===== src/rtl/timer_deadline_min_heap_assert.svh =====
// assertion macros for the timer deadline heap
`ifndef TIMER_DEADLINE_MIN_HEAP_ASSERT_SVH
`define TIMER_DEADLINE_MIN_HEAP_ASSERT_SVH

`ifndef SYNTH
// plain property checked on clk_i, off during reset
`define TDMH_ASSERT(lbl, prop, msg) \
  lbl: assert property (@(posedge clk_i) disable iff (!rst_ni) (prop)) else $error(msg);
// implication checked on clk_i, off during reset
`define TDMH_ASSERT_IMPL(lbl, ante, cons, msg) \
  lbl: assert property (@(posedge clk_i) disable iff (!rst_ni) (ante) |-> (cons)) \
    else $error(msg);
`else
`define TDMH_ASSERT(lbl, prop, msg)
`define TDMH_ASSERT_IMPL(lbl, ante, cons, msg)
`endif

`endif


===== src/rtl/tdmh_pkg.sv =====
// types and codes shared by the timer deadline heap
`default_nettype none

package tdmh_pkg;

  localparam int unsigned DL_W      = 32;
  localparam int unsigned HND_W     = 16;
  localparam int unsigned CNT_OUT_W = 5;

  typedef enum logic {
    OP_PUSH = 1'b0,
    OP_POP  = 1'b1
  } tdmh_op_e;

  typedef enum logic [1:0] {
    STATUS_OK    = 2'd0,
    STATUS_FULL  = 2'd1,
    STATUS_EMPTY = 2'd2
  } tdmh_status_e;

  typedef struct packed {
    logic [DL_W-1:0]  deadline;
    logic [HND_W-1:0] handle;
  } tdmh_entry_t;

  typedef struct packed {
    tdmh_op_e         opcode;
    logic [DL_W-1:0]  now_ms;
    logic [DL_W-1:0]  interval_ms;
    logic [HND_W-1:0] handle;
  } tdmh_in_t;

  typedef struct packed {
    tdmh_status_e         status;
    logic [HND_W-1:0]     popped_handle;
    logic [DL_W-1:0]      popped_deadline;
    logic                 next_valid;
    logic [DL_W-1:0]      next_deadline;
    logic [DL_W-1:0]      next_delay_ms;
    logic [CNT_OUT_W-1:0] entry_count;
  } tdmh_out_t;

endpackage

`default_nettype wire


===== src/rtl/timer_deadline_min_heap.sv =====
// top level of the timer deadline heap
`default_nettype none

// Timer deadline queue: a binary min-heap of up to POOL_DEPTH entries keyed by
// a 32-bit absolute deadline, held in one entry ram (deadline and handle).
// An item is taken when start is high and busy is low; busy stays high until
// the result is out. A push stores now_ms + interval_ms (mod 2^32) and climbs
// toward the root; a pop hands back the root, moves the last entry to the
// root and sinks it. Every item gives exactly one result, shown on result_o
// for the single cycle that done_o is high; the receiver cannot stall it, so
// it must take it then. A new item may be started in that same cycle.
// Timing is set by the single read port of the entry ram. A push reads one
// parent per level it climbs; a pop reads the root and the last entry, then
// the left and right child per level it sinks; each item then reads the root
// for the next deadline, unless the heap is empty.

`include "timer_deadline_min_heap_assert.svh"

module timer_deadline_min_heap
  import tdmh_pkg::*;
#(
  parameter int unsigned POOL_DEPTH = 16
) (
  input  wire logic      clk_i,
  input  wire logic      rst_ni,
  input  wire logic      start,
  input  wire tdmh_in_t  item_i,
  output logic           busy,
  output logic           done_o,
  output tdmh_out_t      result_o
);

  // address, fill count and child index widths
  localparam int unsigned AW = $clog2(POOL_DEPTH);
  localparam int unsigned CW = $clog2(POOL_DEPTH + 1);
  localparam int unsigned IW = AW + 2;

  // sequencer states
  localparam logic [3:0] S_IDLE     = 4'd0;
  localparam logic [3:0] S_UP       = 4'd1;   // read parent of hole
  localparam logic [3:0] S_UP_CMP   = 4'd2;   // compare parent, move or settle
  localparam logic [3:0] S_POP_ROOT = 4'd3;   // root data back, read last
  localparam logic [3:0] S_POP_LAST = 4'd4;   // last entry back
  localparam logic [3:0] S_DN_L     = 4'd5;   // read left child
  localparam logic [3:0] S_DN_R     = 4'd6;   // left back, read right child
  localparam logic [3:0] S_DN_CMP   = 4'd7;   // pick smallest, move or settle
  localparam logic [3:0] S_ROOT     = 4'd8;   // read root for next deadline
  localparam logic [3:0] S_ROOT_W   = 4'd9;   // root back, build result

  logic [3:0]    state_q, state_d;
  logic [CW-1:0] cnt_q, cnt_d;
  logic          done_q, done_d;
  logic          did_pop_q, did_pop_d;
  tdmh_status_e  status_q, status_d;

  // payload: entry being placed, left child, popped root, hole position
  tdmh_entry_t   mov_q, mov_d;
  tdmh_entry_t   lft_q, lft_d;
  tdmh_entry_t   popped_q, popped_d;
  logic [AW-1:0] pos_q, pos_d;
  tdmh_out_t     res_q, res_d;

  // entry ram port
  logic          ram_we;
  logic [AW-1:0] ram_waddr;
  tdmh_entry_t   ram_wdata;
  logic [AW-1:0] ram_raddr;
  tdmh_entry_t   ram_rdata;

  tdmh_ram #(
    .WIDTH ($bits(tdmh_entry_t)),
    .DEPTH (POOL_DEPTH)
  ) u_entry_ram (
    .clk_i   (clk_i),
    .we_i    (ram_we),
    .waddr_i (ram_waddr),
    .wdata_i (ram_wdata),
    .raddr_i (ram_raddr),
    .rdata_o (ram_rdata)
  );

  // heap index arithmetic around the hole
  logic [AW-1:0] pos_m1, parent;
  logic [CW-1:0] cnt_m1;
  logic [IW-1:0] l_idx, r_idx, cnt_ext;
  logic          l_ok, r_ok;
  logic          take_l, take_r;
  tdmh_entry_t   best_lm;

  assign pos_m1  = pos_q - 1'b1;
  assign parent  = pos_m1 >> 1;
  assign cnt_m1  = cnt_q - 1'b1;
  assign l_idx   = {1'b0, pos_q, 1'b1};
  assign r_idx   = l_idx + 1'b1;
  assign cnt_ext = IW'(cnt_q);
  assign l_ok    = l_idx < cnt_ext;
  assign r_ok    = r_idx < cnt_ext;

  // sift down choice: strictly smaller child wins, left wins a tie between children
  assign take_l  = lft_q.deadline < mov_q.deadline;
  assign best_lm = take_l ? lft_q : mov_q;
  assign take_r  = r_ok && (ram_rdata.deadline < best_lm.deadline);

  // result built from the fill count and the root just read
  tdmh_out_t res_built;
  logic      nxt_valid;

  assign nxt_valid = cnt_q != '0;

  always_comb begin
    res_built                 = '0;
    res_built.status          = status_q;
    res_built.popped_handle   = did_pop_q ? popped_q.handle : '0;
    res_built.popped_deadline = did_pop_q ? popped_q.deadline : '0;
    res_built.next_valid      = nxt_valid;
    res_built.next_deadline   = nxt_valid ? ram_rdata.deadline : '0;
    res_built.next_delay_ms   = (nxt_valid && did_pop_q) ?
                                ram_rdata.deadline - popped_q.deadline : '0;
    res_built.entry_count     = CNT_OUT_W'(cnt_q);
  end

  always_comb begin
    state_d   = state_q;
    cnt_d     = cnt_q;
    done_d    = 1'b0;
    did_pop_d = did_pop_q;
    status_d  = status_q;
    mov_d     = mov_q;
    lft_d     = lft_q;
    popped_d  = popped_q;
    pos_d     = pos_q;
    res_d     = res_q;
    ram_we    = 1'b0;
    ram_waddr = pos_q;
    ram_wdata = mov_q;
    ram_raddr = '0;

    unique case (state_q)
      S_IDLE: begin
        // root read goes out here for a pop
        if (start) begin
          did_pop_d      = 1'b0;
          status_d       = STATUS_OK;
          mov_d.deadline = item_i.now_ms + item_i.interval_ms;
          mov_d.handle   = item_i.handle;
          if (item_i.opcode == OP_PUSH) begin
            if (cnt_q == CW'(POOL_DEPTH)) begin
              status_d = STATUS_FULL;
              state_d  = S_ROOT;
            end else begin
              pos_d   = cnt_q[AW-1:0];
              cnt_d   = cnt_q + 1'b1;
              state_d = S_UP;
            end
          end else begin
            if (cnt_q == '0) begin
              status_d = STATUS_EMPTY;
              state_d  = S_ROOT;
            end else begin
              state_d = S_POP_ROOT;
            end
          end
        end
      end
      S_UP: begin
        if (pos_q == '0) begin
          ram_we  = 1'b1;
          state_d = S_ROOT;
        end else begin
          ram_raddr = parent;
          state_d   = S_UP_CMP;
        end
      end
      S_UP_CMP: begin
        ram_we = 1'b1;
        if (ram_rdata.deadline > mov_q.deadline) begin
          // parent moves down into the hole
          ram_wdata = ram_rdata;
          pos_d     = parent;
          state_d   = S_UP;
        end else begin
          state_d = S_ROOT;
        end
      end
      S_POP_ROOT: begin
        popped_d  = ram_rdata;
        did_pop_d = 1'b1;
        ram_raddr = cnt_m1[AW-1:0];
        cnt_d     = cnt_m1;
        state_d   = S_POP_LAST;
      end
      S_POP_LAST: begin
        mov_d = ram_rdata;
        pos_d = '0;
        if (cnt_q == '0) begin
          state_d = S_ROOT;
        end else begin
          state_d = S_DN_L;
        end
      end
      S_DN_L: begin
        if (l_ok) begin
          ram_raddr = l_idx[AW-1:0];
          state_d   = S_DN_R;
        end else begin
          ram_we  = 1'b1;
          state_d = S_ROOT;
        end
      end
      S_DN_R: begin
        lft_d = ram_rdata;
        if (r_ok) begin
          ram_raddr = r_idx[AW-1:0];
        end
        state_d = S_DN_CMP;
      end
      S_DN_CMP: begin
        ram_we = 1'b1;
        if (take_r) begin
          ram_wdata = ram_rdata;
          pos_d     = r_idx[AW-1:0];
          state_d   = S_DN_L;
        end else if (take_l) begin
          ram_wdata = lft_q;
          pos_d     = l_idx[AW-1:0];
          state_d   = S_DN_L;
        end else begin
          state_d = S_ROOT;
        end
      end
      S_ROOT: begin
        // root read is issued by default address zero
        if (cnt_q != '0) begin
          state_d = S_ROOT_W;
        end else begin
          res_d   = res_built;
          done_d  = 1'b1;
          state_d = S_IDLE;
        end
      end
      S_ROOT_W: begin
        res_d   = res_built;
        done_d  = 1'b1;
        state_d = S_IDLE;
      end
      default: begin
        state_d = S_IDLE;
      end
    endcase
  end

  always_ff @(posedge clk_i or negedge rst_ni) begin
    if (!rst_ni) begin
      state_q   <= S_IDLE;
      cnt_q     <= '0;
      done_q    <= 1'b0;
      did_pop_q <= 1'b0;
      status_q  <= STATUS_OK;
    end else begin
      state_q   <= state_d;
      cnt_q     <= cnt_d;
      done_q    <= done_d;
      did_pop_q <= did_pop_d;
      status_q  <= status_d;
    end
  end

  always_ff @(posedge clk_i) begin
    mov_q    <= mov_d;
    lft_q    <= lft_d;
    popped_q <= popped_d;
    pos_q    <= pos_d;
    res_q    <= res_d;
  end

  assign busy     = state_q != S_IDLE;
  assign done_o   = done_q;
  assign result_o = res_q;

  // fill count never passes the pool size
  `TDMH_ASSERT(a_cnt_bound, cnt_q <= CW'(POOL_DEPTH), "fill count above pool depth")
  // every write lands inside the filled part of the heap
  `TDMH_ASSERT_IMPL(a_wr_in_fill, ram_we, IW'(ram_waddr) < cnt_ext, "write beyond fill")
  // a result comes out exactly when an operation ends
  `TDMH_ASSERT(a_done_ends_op, done_o == $fell(busy), "result strobe not at end of op")
  // next_valid follows the fill count that stays held while idle
  `TDMH_ASSERT_IMPL(a_next_valid, done_o, result_o.next_valid == (cnt_q != '0),
    "next_valid disagrees with fill count")

endmodule

`default_nettype wire


===== src/rtl/tdmh_ram.sv =====
// generic single-write single-read ram with registered read
`default_nettype none

module tdmh_ram #(
  parameter int unsigned WIDTH = 8,
  parameter int unsigned DEPTH = 16
) (
  input  wire logic                     clk_i,
  input  wire logic                     we_i,
  input  wire logic [$clog2(DEPTH)-1:0] waddr_i,
  input  wire logic [WIDTH-1:0]         wdata_i,
  input  wire logic [$clog2(DEPTH)-1:0] raddr_i,
  output logic      [WIDTH-1:0]         rdata_o
);

  logic [WIDTH-1:0] mem_q [DEPTH];

  always_ff @(posedge clk_i) begin
    if (we_i) begin
      mem_q[waddr_i] <= wdata_i;
    end
    rdata_o <= mem_q[raddr_i];
  end

endmodule

`default_nettype wire

===== config.mk =====
export PLATFORM = sky130hd
export DESIGN_NAME = timer_deadline_min_heap
export DESIGN_NICKNAME = d
export VERILOG_FILES = /design/src/rtl/tdmh_pkg.sv /design/src/rtl/timer_deadline_min_heap.sv /design/src/rtl/tdmh_ram.sv
export VERILOG_INCLUDE_DIRS = /design/src /design/src/rtl
export SDC_FILE = /design/constraint.sdc
export NUM_CORES = 2
export LEC_CHECK = 0
export CAP_MARGIN = 20
export CORE_UTILIZATION = 35
export CTS_BUF_LIST = sky130_fd_sc_hd__clkbuf_4 sky130_fd_sc_hd__clkbuf_8 sky130_fd_sc_hd__clkbuf_16
export CTS_CLUSTER_SIZE = 8
export DETAILED_ROUTE_END_ITERATION = 10
export DONT_BUFFER_PORTS = 1
export PLACE_DENSITY = 0.61
export SYNTH_ARGS = -nofsm -noshare
export SYNTH_HDL_FRONTEND = slang
export SYNTH_SLANG_ARGS = --single-unit

===== constraint.sdc =====
create_clock -name clk_i -period 14.33 [get_ports clk_i]
set_input_delay 4.299 -clock clk_i [delete_from_list [all_inputs] [get_ports clk_i]]
set_output_delay 4.299 -clock clk_i [all_outputs]
set_load 0.02 [all_outputs]

==> tab_implementation.tex <==
\begin{tabular}{lr}
\hline
Metric & Value \\
\hline
\multicolumn{2}{l}{\textbf{Run status}} \\
Result of the run & completed \\
\multicolumn{2}{l}{\textbf{Timing}} \\
Setup slack after layout & 7.29 ns \\
Number of pins with negative max-slew slack in the final report & 0 \\
Measured slew at the worst slew-check pin & 1.13 ns \\
Fmax & 142 MHz \\
Final Critical Period & 7.04 ns \\
Number of setup violations in the final report & 0 \\
Worst max-slew margin expressed relative to the limit & 0.245 \\
Final period utilization & 0.491 \\
RSZ-0062 raised after global routing & no \\
Clock skew after layout & 0.0285 ns \\
Setup TNS Final & 0 ns \\
Count of endpoints failing hold in the final timing report & 0 \\
\multicolumn{2}{l}{\textbf{CTS}} \\
Clock insertion delay at the later pin of the skew report & 0.75 ns \\
Largest buffer count on any clock path & 3 \\
Number of gates resized after cts & 0 \\
Number of H-tree levels & 4 \\
Quantity of hold-fixing buffers added after cts & 0 \\
Setup bufs post-CTS & 0 \\
Num CTS Buffers & 156 \\
TritonCTS clock tree & done \\
Clock root cell & sky130\_fd\_sc\_hd\_\_clkbuf\_16 \\
TritonCTS sink count & 1,097 \\
Clock-pin slew on the worst setup and hold paths & 0.05 ns \\
\multicolumn{2}{l}{\textbf{Detailed routing}} \\
Number of vias in the routed layout & 27,100 \\
DRT Pass-1 Iters & 7 \\
Vias per cell & 5.17 \\
Post-detailed-route count of antenna-violating nets & 0 \\
Number of remaining DRC errors & 0 \\
Initial drt markers & 2,276 \\
Final Routed Wirelength & 120 mm \\
Avg WL per Cell & 22.9 µm \\
\multicolumn{2}{l}{\textbf{Synth}} \\
Simple logic cell fraction of the synthesized area & 0.0578 \\
Compound-gate portion of the synthesized area & 0.0512 \\
Dominant combinational cell family by area after synthesis & multiplexers \\
Share of synthesized flip-flops with an asynchronous set or reset & 0.0119 \\
Cells after synthesis & 3,260 \\
Number of register bits inferred by synthesis & 1,097 \\
Xor-xnor portion of the synthesized cell area & 0.0104 \\
Multiplexer area fraction after synthesis & 0.150 \\
Number of nets produced by synthesis & 3,517 \\
Yosys warnings & 0 \\
Post-synthesis share of cell area spent on full adders, half adders and majority gates & 0.0448 \\
Number of enable-type register cells in the synthesized netlist & 1,036 \\
Post-Syn Area per Cell & 14.9 µm² \\
Mapped Area & 48,700 µm² \\
Number of distinct standard cells referenced by the synthesized netlist & 64 \\
Portion of the post-synthesis area used by sequential elements & 0.666 \\
Predominant post-synthesis flop cell & sky130\_fd\_sc\_hd\_\_edfxtp\_1 \\
\multicolumn{2}{l}{\textbf{Placement}} \\
Detailed placer's ending HPWL & 68.4 mm \\
Port buffer count & 0 \\
Area post-placement & 50,900 µm² \\
Gpl congestion & 0.822 \\
Pre-CTS setup slack & 6.55 ns \\
\multicolumn{2}{l}{\textbf{Global routing}} \\
Overflow left after global routing & 0 \\
Total GRT Usage & 0.168 \\
Largest net degree at the start of global routing & 120 \\
Met3 usage in global routing & 0.0337 \\
Antenna violations before repair & 4 \\
Busiest layer in global routing & met2 \\
Met2 capacity usage during global routing & 0.278 \\
Met1 demand-to-capacity share in global routing & 0.223 \\
Number of global-route vias before repair & 27,100 \\
Global-route wire length before repair & 175 mm \\
\multicolumn{2}{l}{\textbf{Floorplan}} \\
Row Count & 136 \\
Placeable Area & 138,000 µm² \\
Number of I/O pins & 206 \\
Starting density of the core & 0.354 \\
Area of the die & 141,000 µm² \\
Width of the die & 375 µm \\
Chip Height & 375 µm \\
\multicolumn{2}{l}{\textbf{Cells and area}} \\
Number of nets in the final layout & 3,580 \\
Area grow syn2layout & 14.8\% \\
Filler cells & 12,400 \\
Total non-filler cell area in the finished layout & 55,900 µm² \\
Proportion of layout cells with a drive suffix above 1 & 0.107 \\
\multicolumn{2}{l}{\textbf{Power and ir drop}} \\
Final total power & 0.0125 W \\
Static leakage power & 21.4 nW \\
Maximum VDD drop & 0.246 mV \\
Power Dens Cells & 223 nW/µm² \\
\multicolumn{2}{l}{\textbf{Worst hold path}} \\
Hold WC Path Type & reg -> reg \\
\multicolumn{2}{l}{\textbf{Worst setup path}} \\
Worst EP required & 14.82 ns \\
Kind of end point of the critical path & flip-flop \\
Startpoint Class & primary input \\
Setup Crit Path Kind & in -> reg \\
Data arrival time of the worst path & 7.53 ns \\
Worst-path maximum fanout & 4 \\
\multicolumn{2}{l}{\textbf{Job}} \\
Number of violations of the max-capacitance limit & 0 \\
\hline
\end{tabular}
-- metal layers --
metal,up-vias,wire length (µm),part of all wire
met5,-,0,0
met1,13500,52800,0.44
li1,12600,-,-
met2,751,57000,0.48
met4,0,2400,0.020
met3,178,7400,0.062
-- power breakdown --
group          internal, W  switching, W  leakage, nW
registers          0.00440      0.000394         9.95
clock network      0.00225       0.00136         2.52
logic              0.00149       0.00258         8.92
-- placed cells by master (no fill, tap or decap), drive strengths merged, types with 48 or more instances in the layout --
| cell | n |
|---|---|
| ha | 171 |
| nor3 | 62 |
| dfxtp | 48 |
| edfxtp | 1036 |
| a221o | 49 |
| clkbuf | 255 |
| nand2 | 142 |
| o21ai | 81 |
| nor2 | 156 |
| mux2i | 726 |
| inv | 101 |
| and2 | 50 |
| buf | 52 |
| a21oi | 125 |
-- through the flow --
step / hold slack [ns] / utilization / std cells
floorplan: 0.423 / - / 3260
global placement: 0.436 / 0.370 / 4959
detailed placement: 0.438 / 0.370 / 4959
CTS: 0.450 / 0.406 / 5230
global route: 0.475 / 0.406 / 5230
finish: 0.449 / 0.406 / 5233
-- flip-flops by register name, indices dropped and copies added, names as in the netlist --
| signal | cells |
|---|---|
| lft_q | 48 |
| popped_q | 48 |
| state_q | 4 |
| status_q | 2 |
| u_entry_ram.mem_q | 768 |
| pos_q | 4 |
| mov_q | 48 |
| u_entry_ram.rdata_o | 48 |
| did_pop_q | 1 |
| cnt_q | 5 |
| result_o | 120 |
| done_o | 1 |
-- kinds of logic (layout without fill, tap and decap cells) --
kind of cell               count (synthesis)  in the layout
DFF                                     1097           1097
muxes                                    727            727
and+or+nand+nor                          584            584
AOI/OAI and AO/OA                        378            378
buffers and inverters                    243            419
adders and majority gates                173            173
xor gates and xnor gates                  58             58
other                                      0              3
-- area by class of cell --
cell class / instances / area (µm²) / area share
Sequential cell: 1097 / 32400 / 0.580
Multi-Input combinational cell: 1920 / 15500 / 0.277
Clock buffer: 255 / 4660 / 0.0834
Tap cell: 1794 / 2240 / 0.0402
Timing Repair Buffer: 52 / 415 / 0.00743
Inverter: 96 / 360 / 0.00645
Clock inverter: 16 / 317 / 0.00567
Antenna cell: 3 / 7.51 / 0.000134
-- worst max-delay path: stages --
cell and delay, ns:
sky130_fd_sc_hd__ha_1 0.15, sky130_fd_sc_hd__inv_1 0.06, sky130_fd_sc_hd__fa_1 0.47, sky130_fd_sc_hd__nor2b_1 0.21, sky130_fd_sc_hd__o31a_1 0.27, sky130_fd_sc_hd__o221ai_1 0.28
sky130_fd_sc_hd__o21ai_0 0.56, sky130_fd_sc_hd__a21oi_1 0.18, sky130_fd_sc_hd__o31ai_1 0.59, sky130_fd_sc_hd__a31oi_1 0.21, sky130_fd_sc_hd__xor2_1 0.17, sky130_fd_sc_hd__o21ai_1 0.07
-- cell usage after synthesis, types with 4 or more instances --
cell type,number,area [µm²]
sky130_fd_sc_hd__nor2b_1,47,294
sky130_fd_sc_hd__o31ai_1,6,45.0
sky130_fd_sc_hd__nor3b_1,4,30.0
sky130_fd_sc_hd__a211oi_1,11,82.6
sky130_fd_sc_hd__o21bai_1,9,67.6
sky130_fd_sc_hd__buf_1,11,41.3
sky130_fd_sc_hd__buf_2,73,365
sky130_fd_sc_hd__a311oi_1,4,35.0
sky130_fd_sc_hd__o22ai_1,4,25.0
sky130_fd_sc_hd__o21ai_1,10,50.1
sky130_fd_sc_hd__xor2_1,28,245
sky130_fd_sc_hd__a221oi_1,5,43.8
sky130_fd_sc_hd__a31oi_1,11,68.8
sky130_fd_sc_hd__nand3b_1,4,30.0
sky130_fd_sc_hd__o2111ai_1,5,43.8
sky130_fd_sc_hd__a2111oi_0,5,43.8
sky130_fd_sc_hd__xnor2_1,30,263
sky130_fd_sc_hd__dfrtp_1,13,325
sky130_fd_sc_hd__a221o_1,49,490
sky130_fd_sc_hd__o21a_1,7,52.6
sky130_fd_sc_hd__and3_1,8,50.1
sky130_fd_sc_hd__a21o_1,17,128
sky130_fd_sc_hd__or3_1,7,43.8
sky130_fd_sc_hd__inv_1,96,360
sky130_fd_sc_hd__nor4_1,6,37.5
sky130_fd_sc_hd__clkbuf_1,63,236
sky130_fd_sc_hd__o21ai_0,71,355
sky130_fd_sc_hd__a21oi_1,125,626
sky130_fd_sc_hd__o221ai_1,4,35.0
sky130_fd_sc_hd__nand2_1,142,533
sky130_fd_sc_hd__nand4_1,17,106
sky130_fd_sc_hd__nand2b_1,18,113
sky130_fd_sc_hd__and2_1,50,313
sky130_fd_sc_hd__nor3_1,62,310
sky130_fd_sc_hd__or2_2,10,62.6
sky130_fd_sc_hd__o211ai_1,12,90.1
sky130_fd_sc_hd__a211o_1,4,35.0
sky130_fd_sc_hd__mux2i_1,726,7270
sky130_fd_sc_hd__nand3_1,41,205
sky130_fd_sc_hd__ha_1,171,2140
sky130_fd_sc_hd__nor2_1,156,586
sky130_fd_sc_hd__dfxtp_1,48,961
sky130_fd_sc_hd__edfxtp_1,1036,31100
-- path summary, 6_finish.rpt --
check | slack, ns | cells after the start | endpoint | from
setup / recovery | 7.29 | 12 | mov_q[46] | item_i[16]
hold / removal | 0.45 | 0 | result_o[119] | status_q[1]
setup reg to reg | 7.41 | 20 | u_entry_ram.mem_q[1][16] | mov_q[39]
hold reg to reg | 0.45 | 0 | result_o[119] | status_q[1]
max in group asynchronous | 10.98 | 0 | did_pop_q | rst_ni
min in group asynchronous | 3.25 | 0 | cnt_q[3] | rst_ni
Note: power is estimated with default switching activity, not from simulation.
